[src/rtl/assert_macros.svh]
// assertion helper macros
`ifndef ASSERT_MACROS_SVH
`define ASSERT_MACROS_SVH
// implication checked each clock, reset masked
`define ASSERT_IMP(label, clk, rst, a, c) \
   label: assert property (@(posedge clk) disable iff (rst) (a) |-> (c)) else $error("assertion failed");
// next-cycle implication
`define ASSERT_NXT(label, clk, rst, a, c) \
   label: assert property (@(posedge clk) disable iff (rst) (a) |=> (c)) else $error("assertion failed");
`endif

[src/rtl/x86ex_pkg.sv]
`timescale 1ns / 1ps
// ----------------------------------------------------------------------------
// x86ex_pkg
// shared types and constants of the instruction execute block
// ----------------------------------------------------------------------------
package x86ex_pkg;
   localparam logic [4:0] CMD_MOV = 5'd0;
   localparam logic [4:0] CMD_ADD = 5'd1;
   localparam logic [4:0] CMD_SUB = 5'd2;
   localparam logic [4:0] CMD_CMP = 5'd3;
   localparam logic [4:0] CMD_JMP = 5'd4;
   localparam logic [4:0] CMD_JCC_LAST = 5'd20;
   localparam logic [4:0] CMD_LOOP = 5'd21;
   localparam logic [4:0] CMD_LOOPZ = 5'd22;
   localparam logic [4:0] CMD_LOOPNZ = 5'd23;
   localparam logic [4:0] CMD_JCXZ = 5'd24;
   localparam logic [1:0] KIND_NONE = 2'd0;
   localparam logic [1:0] KIND_REG = 2'd1;
   localparam logic [1:0] KIND_IMM = 2'd2;
   localparam logic [1:0] KIND_MEM = 2'd3;
   localparam logic [1:0] PART_WORD = 2'd0;
   localparam logic [1:0] PART_HIGH = 2'd1;
   localparam logic [3:0] REG_IP = 4'd8;
   localparam logic [3:0] REG_NONE = 4'd9;
   localparam logic [2:0] CX_INDEX = 3'd1;
   localparam logic [11:0] FL_ARITH = 12'h8D5;
   localparam int FL_C = 0;
   localparam int FL_P = 2;
   localparam int FL_A = 4;
   localparam int FL_Z = 6;
   localparam int FL_S = 7;
   localparam int FL_O = 11;

   typedef struct packed {
      logic [4:0]  command;
      logic [1:0]  dest_kind;
      logic [2:0]  dest_reg;
      logic [1:0]  dest_part;
      logic [1:0]  src_kind;
      logic [2:0]  src_reg;
      logic [1:0]  src_part;
      logic [15:0] imm;
      logic [3:0]  base_a;
      logic [3:0]  base_b;
      logic [16:0] disp;
      logic [2:0]  len;
   } instr_type;

   typedef struct packed {
      logic [15:0] old_ip;
      logic [15:0] new_ip;
      logic [11:0] old_fl;
      logic [11:0] new_fl;
      logic [3:0]  wreg;
      logic [15:0] oldv;
      logic [15:0] newv;
      logic        jump;
      logic        fault;
   } result_type;

   // byte lane select of a 16-bit register
   function automatic logic [15:0] read_part(input logic [15:0] v, input logic [1:0] p);
      logic [15:0] r;
      if (p == PART_WORD) r = v;
      else if (p == PART_HIGH) r = {8'h00, v[15:8]};
      else r = {8'h00, v[7:0]};
      return r;
   endfunction
endpackage

[src/rtl/x86ex_alu.sv]
`timescale 1ns / 1ps
// ----------------------------------------------------------------------------
// x86ex_alu
// add / subtract with x86 flags at byte or word width
// ----------------------------------------------------------------------------
module x86ex_alu (
   input  logic [15:0] a,
   input  logic [15:0] b,
   input  logic        sub,
   input  logic        wide,
   output logic [15:0] res,
   output logic [11:0] flags
);
   import x86ex_pkg::*;
   logic [15:0] am, bm;
   logic [16:0] full;
   logic [15:0] r;
   logic [4:0]  nib;
   logic        top_a, top_b, top_r;

   // operand masking and sum
   always_comb begin
      am = wide ? a : {8'h00, a[7:0]};
      bm = wide ? b : {8'h00, b[7:0]};
      full = sub ? ({1'b0, am} - {1'b0, bm}) : ({1'b0, am} + {1'b0, bm});
      r = wide ? full[15:0] : {8'h00, full[7:0]};
      nib = sub ? ({1'b0, am[3:0]} - {1'b0, bm[3:0]}) : ({1'b0, am[3:0]} + {1'b0, bm[3:0]});
      top_a = wide ? am[15] : am[7];
      top_b = wide ? bm[15] : bm[7];
      top_r = wide ? r[15] : r[7];
      flags = '0;
      flags[FL_C] = wide ? full[16] : full[8];
      flags[FL_A] = nib[4];
      flags[FL_Z] = (r == 16'h0000);
      flags[FL_S] = top_r;
      flags[FL_O] = sub ? ((top_a ^ top_b) & (top_a ^ top_r))
                        : ((top_a ^ top_r) & (top_b ^ top_r));
      flags[FL_P] = ~^r[7:0];
      res = r;
   end
endmodule

[config.mk]
export PLATFORM = sky130hd
export DESIGN_NAME = x86ex_alu
export DESIGN_NICKNAME = d
export VERILOG_FILES = /design/src/rtl/assert_macros.svh /design/src/rtl/x86ex_pkg.sv /design/src/rtl/x86ex_alu.sv
export SDC_FILE = /design/constraint.sdc
export NUM_CORES = 1
export LEC_CHECK = 0
export ABC_AREA = 1
export BUFFER_PORTS_ARGS = -buffer_cell sky130_fd_sc_hd__buf_2
export CAP_MARGIN = 20
export CORE_MARGIN = 10
export CORE_UTILIZATION = 45
export DETAILED_ROUTE_END_ITERATION = 10
export PLACE_DENSITY = 0.76
export REMOVE_ABC_BUFFERS = 1
export SLEW_MARGIN = 20
export SYNTH_ARGS = -nofsm -noshare
export SYNTH_HDL_FRONTEND = slang
export SYNTH_SLANG_ARGS = --single-unit
[constraint.sdc]
create_clock -name vclk -period 2.9
set_clock_uncertainty 0.1 [all_clocks]
set_input_delay 0.29 -clock vclk [all_inputs]
set_output_delay 0.29 -clock vclk [all_outputs]
set_load 0.005 [all_outputs]
==> results of run 1 <==
-- logic make-up (layout without fill, tap and decap cells) --
family          after synthesis  in the layout
compound gates               16             16
xor+xnor                     24             24
fa+ha+maj                    22             22
other cells                   1              6
simple gates                197            197
buf+inv                     109            231
-- report_power, final --
| part | internal, mW | switching, mW | total, mW | leakage, nW |
|---|---|---|---|---|
| logic | 0.572 | 0.595 | 1.17 | 2.01 |
| clock network | 0 | 0 | 0 | 0 |
| registers | 0 | 0 | 0 | 0 |
| total | 0.572 | 0.595 | 1.17 | 2.01 |
-- worst max-delay path by stage --
stage                            to  from
after floorplan            flags[2]  b[0]
after global placement     flags[2]  b[0]
after detailed placement   flags[2]  b[0]
after CTS                  flags[6]  b[1]
after global routing      flags[11]  b[0]
final                      flags[6]  b[3]
-- cells in the final DEF (no fill, tap or decap), drive strengths merged --
cell,Yosys,layout
buf,10,133
nand2,129,129
inv,97,97
nand3,29,29
nor2,23,23
ha,21,21
xor2,14,14
xnor2,10,10
a21oi,10,10
nand4,7,7
nor3,7,7
conb,1,6
o21ai,3,3
a31oi,2,2
clkinvlp,0,1
o31ai,1,1
and3,1,1
nand3b,1,1
fa,1,1
-- layout make-up --
class	count	area (um2)	area share
Tap cell	50	62.6	0.0190
Inverter	98	384	0.116
Timing Repair Buffer	133	926	0.281
Multi-Input combinational cell	265	1930	0.584
-- stage by stage --
step | std cells | util | setup TNS, ns
floorplan | 363 | - | -0.107
global placement | 538 | 0.669 | -1.39
detailed placement | 538 | 0.669 | -2.16
CTS | 542 | 0.719 | -1.32
global route | 546 | 0.813 | -4.67
finish | 546 | 0.813 | -2.86
-- critical path: stages --
cell,delay (ns)
buf_4,0.14
nor2_4,0.10
nand4_1,0.16
nor3_2,0.18
nand2_1,0.12
buf_4,0.15
nand2_2,0.06
xor2_1,0.08
ha_1,0.40
nand2_2,0.14
nor2_4,0.15
inv_1,0.05
nor2_1,0.16
nand2_1,0.13
nand2_1,0.13
nand2_1,0.08
nand3_2,0.08
nand2_1,0.06
inv_1,0.05
nand2_1,0.04
nor2_1,0.07
buf_2,0.11
-- timing repair --
item / CTS / global route
endpoints found under the setup margin: 12 / 13
gates resized for setup: 42 / 92
gates cloned: 0 / 0
setup buffers: 4 / 4
pin swaps: 38 / 47
-- metal layers --
layer / wire length [um] / part of all wire / track usage / vias up
li1: - / - / - / 1343
met5: 0 / 0 / 0 / -
met2: 4170 / 0.49 / 0.313 / 169
met4: 371 / 0.044 / 0.00898 / 0
met3: 618 / 0.073 / 0.0201 / 46
met1: 3320 / 0.39 / 0.188 / 1285
==> flow_metrics.py, run 1 <==
metrics = {
    "place": {
        "port_buffers": 56,
        "gpl.final_weighted_congestion": 0.874,
        "place.detailed.hpwl_um": 5080,
        "dp_worst_setup_slack_ns": -0.424,
        "placement.cell_area_mm2": 0.00272,
    },
    "setup_path": {
        "crit_path_end_kind": "output pin",
        "cp_data_required_time_ns": 2.51,
        "cp.arrival_ns": 2.93,
        "crit_path_start_kind": "input port",
        "critical_path_peak_fanout": 4,
        "type_of_the_setup_path_with_the_least_slack": "in -> out",
    },
    "timing": {
        "maxSlewViolCount": 0,
        "final_min_period_over_clock_period": 1.14,
        "fmaxAchievable_mhz": 301,
        "setup_slack_ns": -0.418,
        "rsz0062_at_grt": "true",
        "number_of_setup_violations_in_the_final_report": 13,
        "report.final.hold_viol_count": 0,
        "post-route-min-period_ns": 3.32,
        "worst_hold_margin_ns": 0.960,
    },
    "grt": {
        "grt_first_pass_wirelength_um": 10500,
        "pin_count_of_the_biggest_net_entering_global_routing": 17,
        "grt_pass1_vias": 2590,
        "initial_antenna_violation_count": 0,
        "track_usage": 0.161,
        "grt_overflow_total": 0,
    },
    "die": {
        "die-area_mm2": 0.00724,
        "floorplan.die.width_um": 85.1,
        "initial_core_utilization": 0.470,
        "io_pins": 62,
        "standard_cell_core_area_mm2": 0.00406,
        "floorplan.rows": 23,
        "chipHeight_um": 85.1,
    },
    "finish": {
        "design.seq.count": 0,
        "final_nets": 554,
        "drive_above_1_share": 0.512,
        "final-seq-area_um2": 0,
        "final_cell_area_mm2": 0.00330,
        "clockBufferCount": 0,
        "fillers": 244,
        "diodes": 0,
        "syn_to_final_growth_pct": 73.1,
    },
    "worst_hold_path": {
        "holdCritPathClass": "in -> out",
        "hold_depth": 5,
        "hold_path.startpoint": "a[0]",
        "hold_path_end": "res[0]",
    },
    "synth": {
        "synthAdderAreaFrac": 0.148,
        "synthesis.area_mm2": 0.00191,
        "synth_simple_gate_area_frac": 0.457,
        "synth_top_cells_by_count": "121 x nand2_1, 90 x inv_1, 27 x nand3_1, 22 x nor2_1, 21 x ha_1",
        "synthCells": 369,
        "synthMostInstantiatedCell": "nand2_1",
        "synth_xor_area_frac": 0.114,
        "synth_largest_type_area_fraction": 0.238,
        "yosys.area.top_type": "nand2_1",
        "synthesis.area_per_instance_um2": 5.16,
        "combinational_family_with_the_most_area_after_synthesis": "simple AND/OR/NAND/NOR gates",
        "synth_mux_area_frac": 0,
        "synth-compound-area-share": 0.0486,
        "synth.yosys.seq_area_share": 0,
        "synthTopCellsByArea": "nand2_1 24%, inv_1 18%, ha_1 14%",
        "synth_cell_types": 31,
        "synth-warning-count": 0,
    },
    "route": {
        "post_drt_wl_per_cell_um": 15.5,
        "dr_total_vias": 2843,
        "drt-total-wl_um": 8490,
        "drc": 0,
        "drtAntennaViolNets": 0,
        "drt_pre_antenna_iters": 5,
        "drt_first_iter_violations": 302,
        "vias_per_cell": 5.21,
    },
    "run_status": {
        "failed_checks": "setup timing",
        "run_status": "finished with violations",
    },
    "clock_network": {
        "cts_hold_repair.buffers": 0,
    },
    "power": {
        "power.density_mw_per_mm2": 354,
        "design_power_total_mw": 1.17,
        "power.leakage_nw": 2.01,
        "power.ir.vdd_worst_mv": 0.244,
    },
    "flow_run": {
        "cap_violations": 0,
    },
}
(Power assumes the default switching activity.)
==> run 2: changes to the inputs <==
- CORE_MARGIN: 10 -> 8
- PLACE_DENSITY: 0.76 -> 0.81
==> run 2 against run 1 <==
The run still ends with setup timing left. Cell count up 1.1%. Setup slack improved by 0.036 ns. Via count grew 8.5%. Utilization is 1.9 points higher. Die area down 9.2%. Critical path depth is 1 higher. Hold slack worse by 0.0084 ns. First-iteration DRC count up 11%. Design area up 1.6%. Critical path type unchanged. Critical endpoint unchanged. Largest power group unchanged.
==> flow_metrics.py, run 2 (synthesis results as in run 1) <==
metrics = {
    "power": {
        "power.ir.vdd_worst_mv": 0.246,
        "switching_share": 0.518,
        "power.leakage_nw": 2.06,
        "p_int_uw": 591,
        "clock_power_share": 0,
        "p_seq_frac": 0,
        "design_power_total_mw": 1.23,
        "power.density_mw_per_mm2": 366,
        "comb_power_share": 1.000,
        "switchingPower_uw": 636,
    },
    "grt": {
        "pin_count_of_the_biggest_net_entering_global_routing": 12,
        "initial_antenna_violation_count": 0,
        "grt_first_pass_wirelength_um": 11400,
        "grt_pass1_vias": 2777,
        "track_usage": 0.208,
        "grt_overflow_total": 0,
    },
    "timing": {
        "post-route-min-period_ns": 3.28,
        "worst_hold_margin_ns": 0.951,
        "number_of_setup_violations_in_the_final_report": 14,
        "setup_slack_ns": -0.383,
        "rsz0062_at_grt": "true",
        "fmaxAchievable_mhz": 305,
        "maxSlewViolCount": 0,
        "report.final.hold_viol_count": 0,
        "final_min_period_over_clock_period": 1.13,
    },
    "route": {
        "vias_per_cell": 5.59,
        "drc": 0,
        "drtAntennaViolNets": 0,
        "drt_pre_antenna_iters": 5,
        "drt-total-wl_um": 9710,
        "post_drt_wl_per_cell_um": 17.6,
        "dr_total_vias": 3084,
        "drt_first_iter_violations": 336,
    },
    "finish": {
        "most_frequent_cells_in_the_layout": "97 x nand2_1, 75 x inv_1, 75 x buf_4, 51 x buf_2, 20 x nand2_2",
        "drive_above_1_share": 0.490,
        "diodes": 0,
        "layoutNonFillerInstCount": 552,
        "multiInputGateArea_mm2": 0.00193,
        "fillers": 218,
        "clockBufferCount": 0,
        "final_common_cell": "nand2_1",
        "design.seq.count": 0,
        "syn_to_final_growth_pct": 75.8,
        "final_nets": 560,
        "final-seq-area_um2": 0,
        "final_cell_area_mm2": 0.00335,
    },
    "place": {
        "placement.cell_area_mm2": 0.00266,
        "port_buffers": 56,
        "dp_worst_setup_slack_ns": -0.483,
        "placedCellCount": 531,
        "place.detailed.hpwl_um": 5020,
        "gpl.final_weighted_congestion": 0.867,
    },
    "setup_path": {
        "crit_path_end_kind": "output pin",
        "cp.arrival_ns": 2.89,
        "cp_data_required_time_ns": 2.51,
        "critical_path_peak_fanout": 5,
        "crit_path_start_kind": "input port",
        "type_of_the_setup_path_with_the_least_slack": "in -> out",
    },
    "die": {
        "chipHeight_um": 81.1,
        "floorplan.rows": 23,
        "io_pins": 62,
        "floorplan.die.width_um": 81.1,
        "die-area_mm2": 0.00657,
        "initial_core_utilization": 0.473,
        "standard_cell_core_area_mm2": 0.00403,
    },
    "clock_network": {
        "cts_hold_repair.buffers": 0,
    },
    "worst_hold_path": {
        "hold_depth": 7,
        "holdCritPathClass": "in -> out",
        "hold_path_end": "flags[11]",
        "hold_path.startpoint": "a[15]",
    },
    "run_status": {
        "failed_checks": "setup timing",
        "run_status": "finished with violations",
    },
    "flow_run": {
        "cap_violations": 0,
    },
}
==> run 2: cell type report <==
class	count	area share
timing repair buffer	139	0.290
multi-input combinational	265	0.576
inverter	98	0.115
tap	50	0.0187
==> run 2: per-layer routing <==
layer  wire length (um)  vias to the layer above  GRT usage
met4                861                        0     0.0929
met1               3370                     1347      0.220
met2               4600                      274      0.401
met5                  0                        -          0
li1                   -                     1359          -
met3                873                      104     0.0221
==> run 2: worst max-delay path by stage <==
stage	from	end	slack (ns)	depth (start not counted)
after CTS	b[0]	flags[6]	-0.27	23
after global routing	b[1]	flags[6]	-0.64	22
after floorplan	b[0]	flags[2]	-0.11	15
final	b[3]	flags[6]	-0.38	23
after detailed placement	b[0]	flags[2]	-0.48	17
after global placement	b[0]	flags[2]	-0.29	17
==> run 2: what timing repair did <==
action / in CTS / in global routing
resized for setup: 68 / 60
pin swaps: 51 / 66
setup endpoints to repair: 13 / 14
buffers inserted: 11 / 11
==> run 2: per-stage QoR <==
| step | utilization | TNS, ns |
|---|---|---|
| after global placement | 0.661 | -1.29 |
| after CTS | 0.745 | -1.57 |
| final | 0.831 | -3.42 |
| after global routing | 0.831 | -5.60 |
| after detailed placement | 0.661 | -2.66 |
| after floorplan | - | -0.107 |
==> run 2: power by group through the flow <==
stage               clock network (mW)  logic [mW]  registers (mW)
global route                         0        1.31               0
floorplan                            0       0.476               0
CTS                                  0       0.959               0
global placement                     0       0.838               0
finish                               0        1.23               0
detailed placement                   0       0.862               0
==> run 2: critical path, stage by stage <==
cell and delay, ns:
buf_6 0.11, nor2_4 0.12, buf_6 0.10, nand4_1 0.17, buf_4 0.21, nor3_4 0.13, nor2_1 0.07, xnor2_1 0.14
inv_1 0.09, ha_4 0.33, nand2_2 0.11, inv_2 0.10, nand2_2 0.06, nor2_1 0.13, nand2_1 0.11, nand2_1 0.08
nand2_1 0.06, nand3_2 0.08, nand2_1 0.06, inv_1 0.05, nand2_1 0.05, nor2_1 0.10, buf_2 0.12
==> run 3: changes to the inputs <==
- CAP_MARGIN: 20 -> 40
- CORE_ASPECT_RATIO: unset -> 1.2
==> run 3 against run 2 <==
The flow still finishes with violations (setup timing). Critical path depth fell by 2. Flip-flop and latch count stayed put. Die area up 0.13%. Design area increased by 7.5%. Via count is 5.7% higher. Power rose by 9.0%. First-iteration DRC count shrank 0.89%. Hold slack got worse by 0.0061 ns. Sequential share of layout area is the same. Count of clock-buffer cells in the layout stayed put. Utilization grew 3.3 points. Setup slack lost 0.25 ns. Critical endpoint is now flags[11]. Largest power group unchanged.
==> flow_metrics.py, run 3 (synthesis results as in run 1) <==
metrics = {
    "finish": {
        "syn_to_final_growth_pct": 88.9,
        "fillers": 206,
        "diodes": 0,
        "drive_above_1_share": 0.551,
        "final_nets": 572,
        "final-seq-area_um2": 0,
        "most_frequent_cells_in_the_layout": "86 x nand2_1, 86 x buf_4, 74 x inv_1, 50 x buf_2, 30 x nand2_2",
        "clockBufferCount": 0,
        "design.seq.count": 0,
        "final_cell_area_mm2": 0.00360,
    },
    "die": {
        "chipHeight_um": 87.3,
        "standard_cell_core_area_mm2": 0.00416,
        "io_pins": 62,
        "floorplan.rows": 26,
        "initial_core_utilization": 0.458,
        "floorplan.die.width_um": 75.4,
        "die-area_mm2": 0.00658,
    },
    "place": {
        "placement.cell_area_mm2": 0.00270,
        "place.detailed.hpwl_um": 5290,
        "gpl.final_weighted_congestion": 0.883,
        "port_buffers": 56,
    },
    "power": {
        "power.leakage_nw": 2.13,
        "switching_share": 0.519,
        "power.density_mw_per_mm2": 371,
        "design_power_total_mw": 1.34,
        "power.ir.vdd_worst_mv": 0.220,
        "p_int_uw": 644,
        "clock_power_share": 0,
        "switchingPower_uw": 693,
        "comb_power_share": 1.000,
        "p_seq_frac": 0,
    },
    "grt": {
        "track_usage": 0.243,
        "grt_overflow_total": 0,
        "initial_antenna_violation_count": 0,
        "pin_count_of_the_biggest_net_entering_global_routing": 10,
        "grt_pass1_vias": 2971,
        "grt_first_pass_wirelength_um": 12900,
    },
    "worst_hold_path": {
        "holdCritPathClass": "in -> out",
        "hold_path.startpoint": "a[0]",
        "hold_path_end": "res[0]",
        "hold_depth": 5,
    },
    "setup_path": {
        "type_of_the_setup_path_with_the_least_slack": "in -> out",
        "crit_path_end_kind": "output pin",
        "cp_data_required_time_ns": 2.51,
        "cp.arrival_ns": 3.14,
        "critical_path_peak_fanout": 4,
        "crit_path_start_kind": "input port",
    },
    "timing": {
        "setup_slack_ns": -0.630,
        "final_min_period_over_clock_period": 1.22,
        "report.final.hold_viol_count": 0,
        "post-route-min-period_ns": 3.53,
        "maxSlewViolCount": 0,
        "final.setup.tns_ns": -5.64,
        "rsz0062_at_grt": "true",
        "number_of_setup_violations_in_the_final_report": 15,
        "fmaxAchievable_mhz": 283,
    },
    "route": {
        "drt_first_iter_violations": 333,
        "drc": 0,
        "vias_per_cell": 5.72,
        "drt_pre_antenna_iters": 6,
        "drt-total-wl_um": 11600,
        "post_drt_wl_per_cell_um": 20.3,
        "dr_total_vias": 3260,
        "drtAntennaViolNets": 0,
    },
    "run_status": {
        "failed_checks": "setup timing",
        "run_status": "finished with violations",
    },
    "flow_run": {
        "cap_violations": 0,
    },
}
[run 3: changes by cell type in the layout (fill, tap and decap cells not counted), moves of 2 or more]
cell | previous run | this run
nand3_4 | 0 | 2
nor3_1 | 3 | 1
buf_4 | 75 | 86
nand2_1 | 97 | 86
nand3_2 | 14 | 12
nor2_1 | 16 | 9
ha_1 | 8 | 6
nor2_2 | 3 | 9
nand2_2 | 20 | 30
ha_4 | 10 | 13
nor3_2 | 1 | 3
[run 3: repair_timing]
| action | CTS | global route |
|---|---|---|
| buffers inserted | 17 | 14 |
| endpoints found under the setup margin | 13 | 14 |
| hold buffers | 0 | 0 |
| pin swaps | 37 | 47 |
| gates resized for setup | 78 | 84 |
[run 3: final cells by class]
type | instances | area (um2) | area share
multi-input cells | 265 | 2060 | 0.573
inverters | 98 | 387 | 0.107
well taps | 56 | 70.1 | 0.0195
repair buffers | 151 | 1080 | 0.300
[run 3: routing by layer]
| layer | track usage | share of wire | up-vias |
|---|---|---|---|
| met5 | 0 | 0 | - |
| met4 | 0.142 | 0.081 | 0 |
| met3 | 0.0323 | 0.095 | 106 |
| met2 | 0.460 | 0.48 | 304 |
| met1 | 0.236 | 0.35 | 1470 |
| li1 | - | - | 1380 |
[run 3: worst max path at each step]
stage	start	end	slack (ns)	cells after the start
2_1_floorplan	b[0]	flags[2]	-0.11	15
3_3_place_gp	b[0]	flags[2]	-0.32	17
3_5_place_dp	b[1]	flags[2]	-0.47	17
4_1_cts	b[0]	flags[6]	-0.20	21
5_1_grt	b[3]	flags[6]	-0.76	20
6_report	b[1]	flags[11]	-0.63	21
[run 3: critical path, stage by stage]
cell and delay, ns:
buf_8 0.10, inv_6 0.05, ha_4 0.15, nand4_1 0.15
buf_4 0.19, nor2_2 0.15, a31oi_1 0.14, xor2_1 0.21
inv_1 0.11, ha_4 0.33, nand2_2 0.10, inv_2 0.10
nand2_1 0.12, nor3_2 0.15, nand2_2 0.09, nand2_1 0.11
nand2_2 0.09, nand3_4 0.10, nand2_4 0.09, o21ai_2 0.14
buf_2 0.14
[run 3: power by group through the flow]
stage	Combinational (mW)	Clock, mW	Sequential (mW)
global placement	0.849	0	0
global route	1.41	0	0
CTS	1.04	0	0
detailed placement	0.876	0	0
finish	1.34	0	0
floorplan	0.476	0	0
[run 3: stage by stage]
| stage | hold slack (ns) | cells | setup WS (ns) | utilization |
|---|---|---|---|---|
| 2_1_floorplan | 0.589 | 363 | -0.107 | - |
| 3_3_place_gp | 0.930 | 541 | -0.317 | 0.648 |
| 3_5_place_dp | 0.940 | 541 | -0.468 | 0.648 |
| 4_1_cts | 0.941 | 558 | -0.200 | 0.757 |
| 5_1_grt | 0.990 | 570 | -0.759 | 0.864 |
| 6_report | 0.945 | 570 | -0.630 | 0.864 |
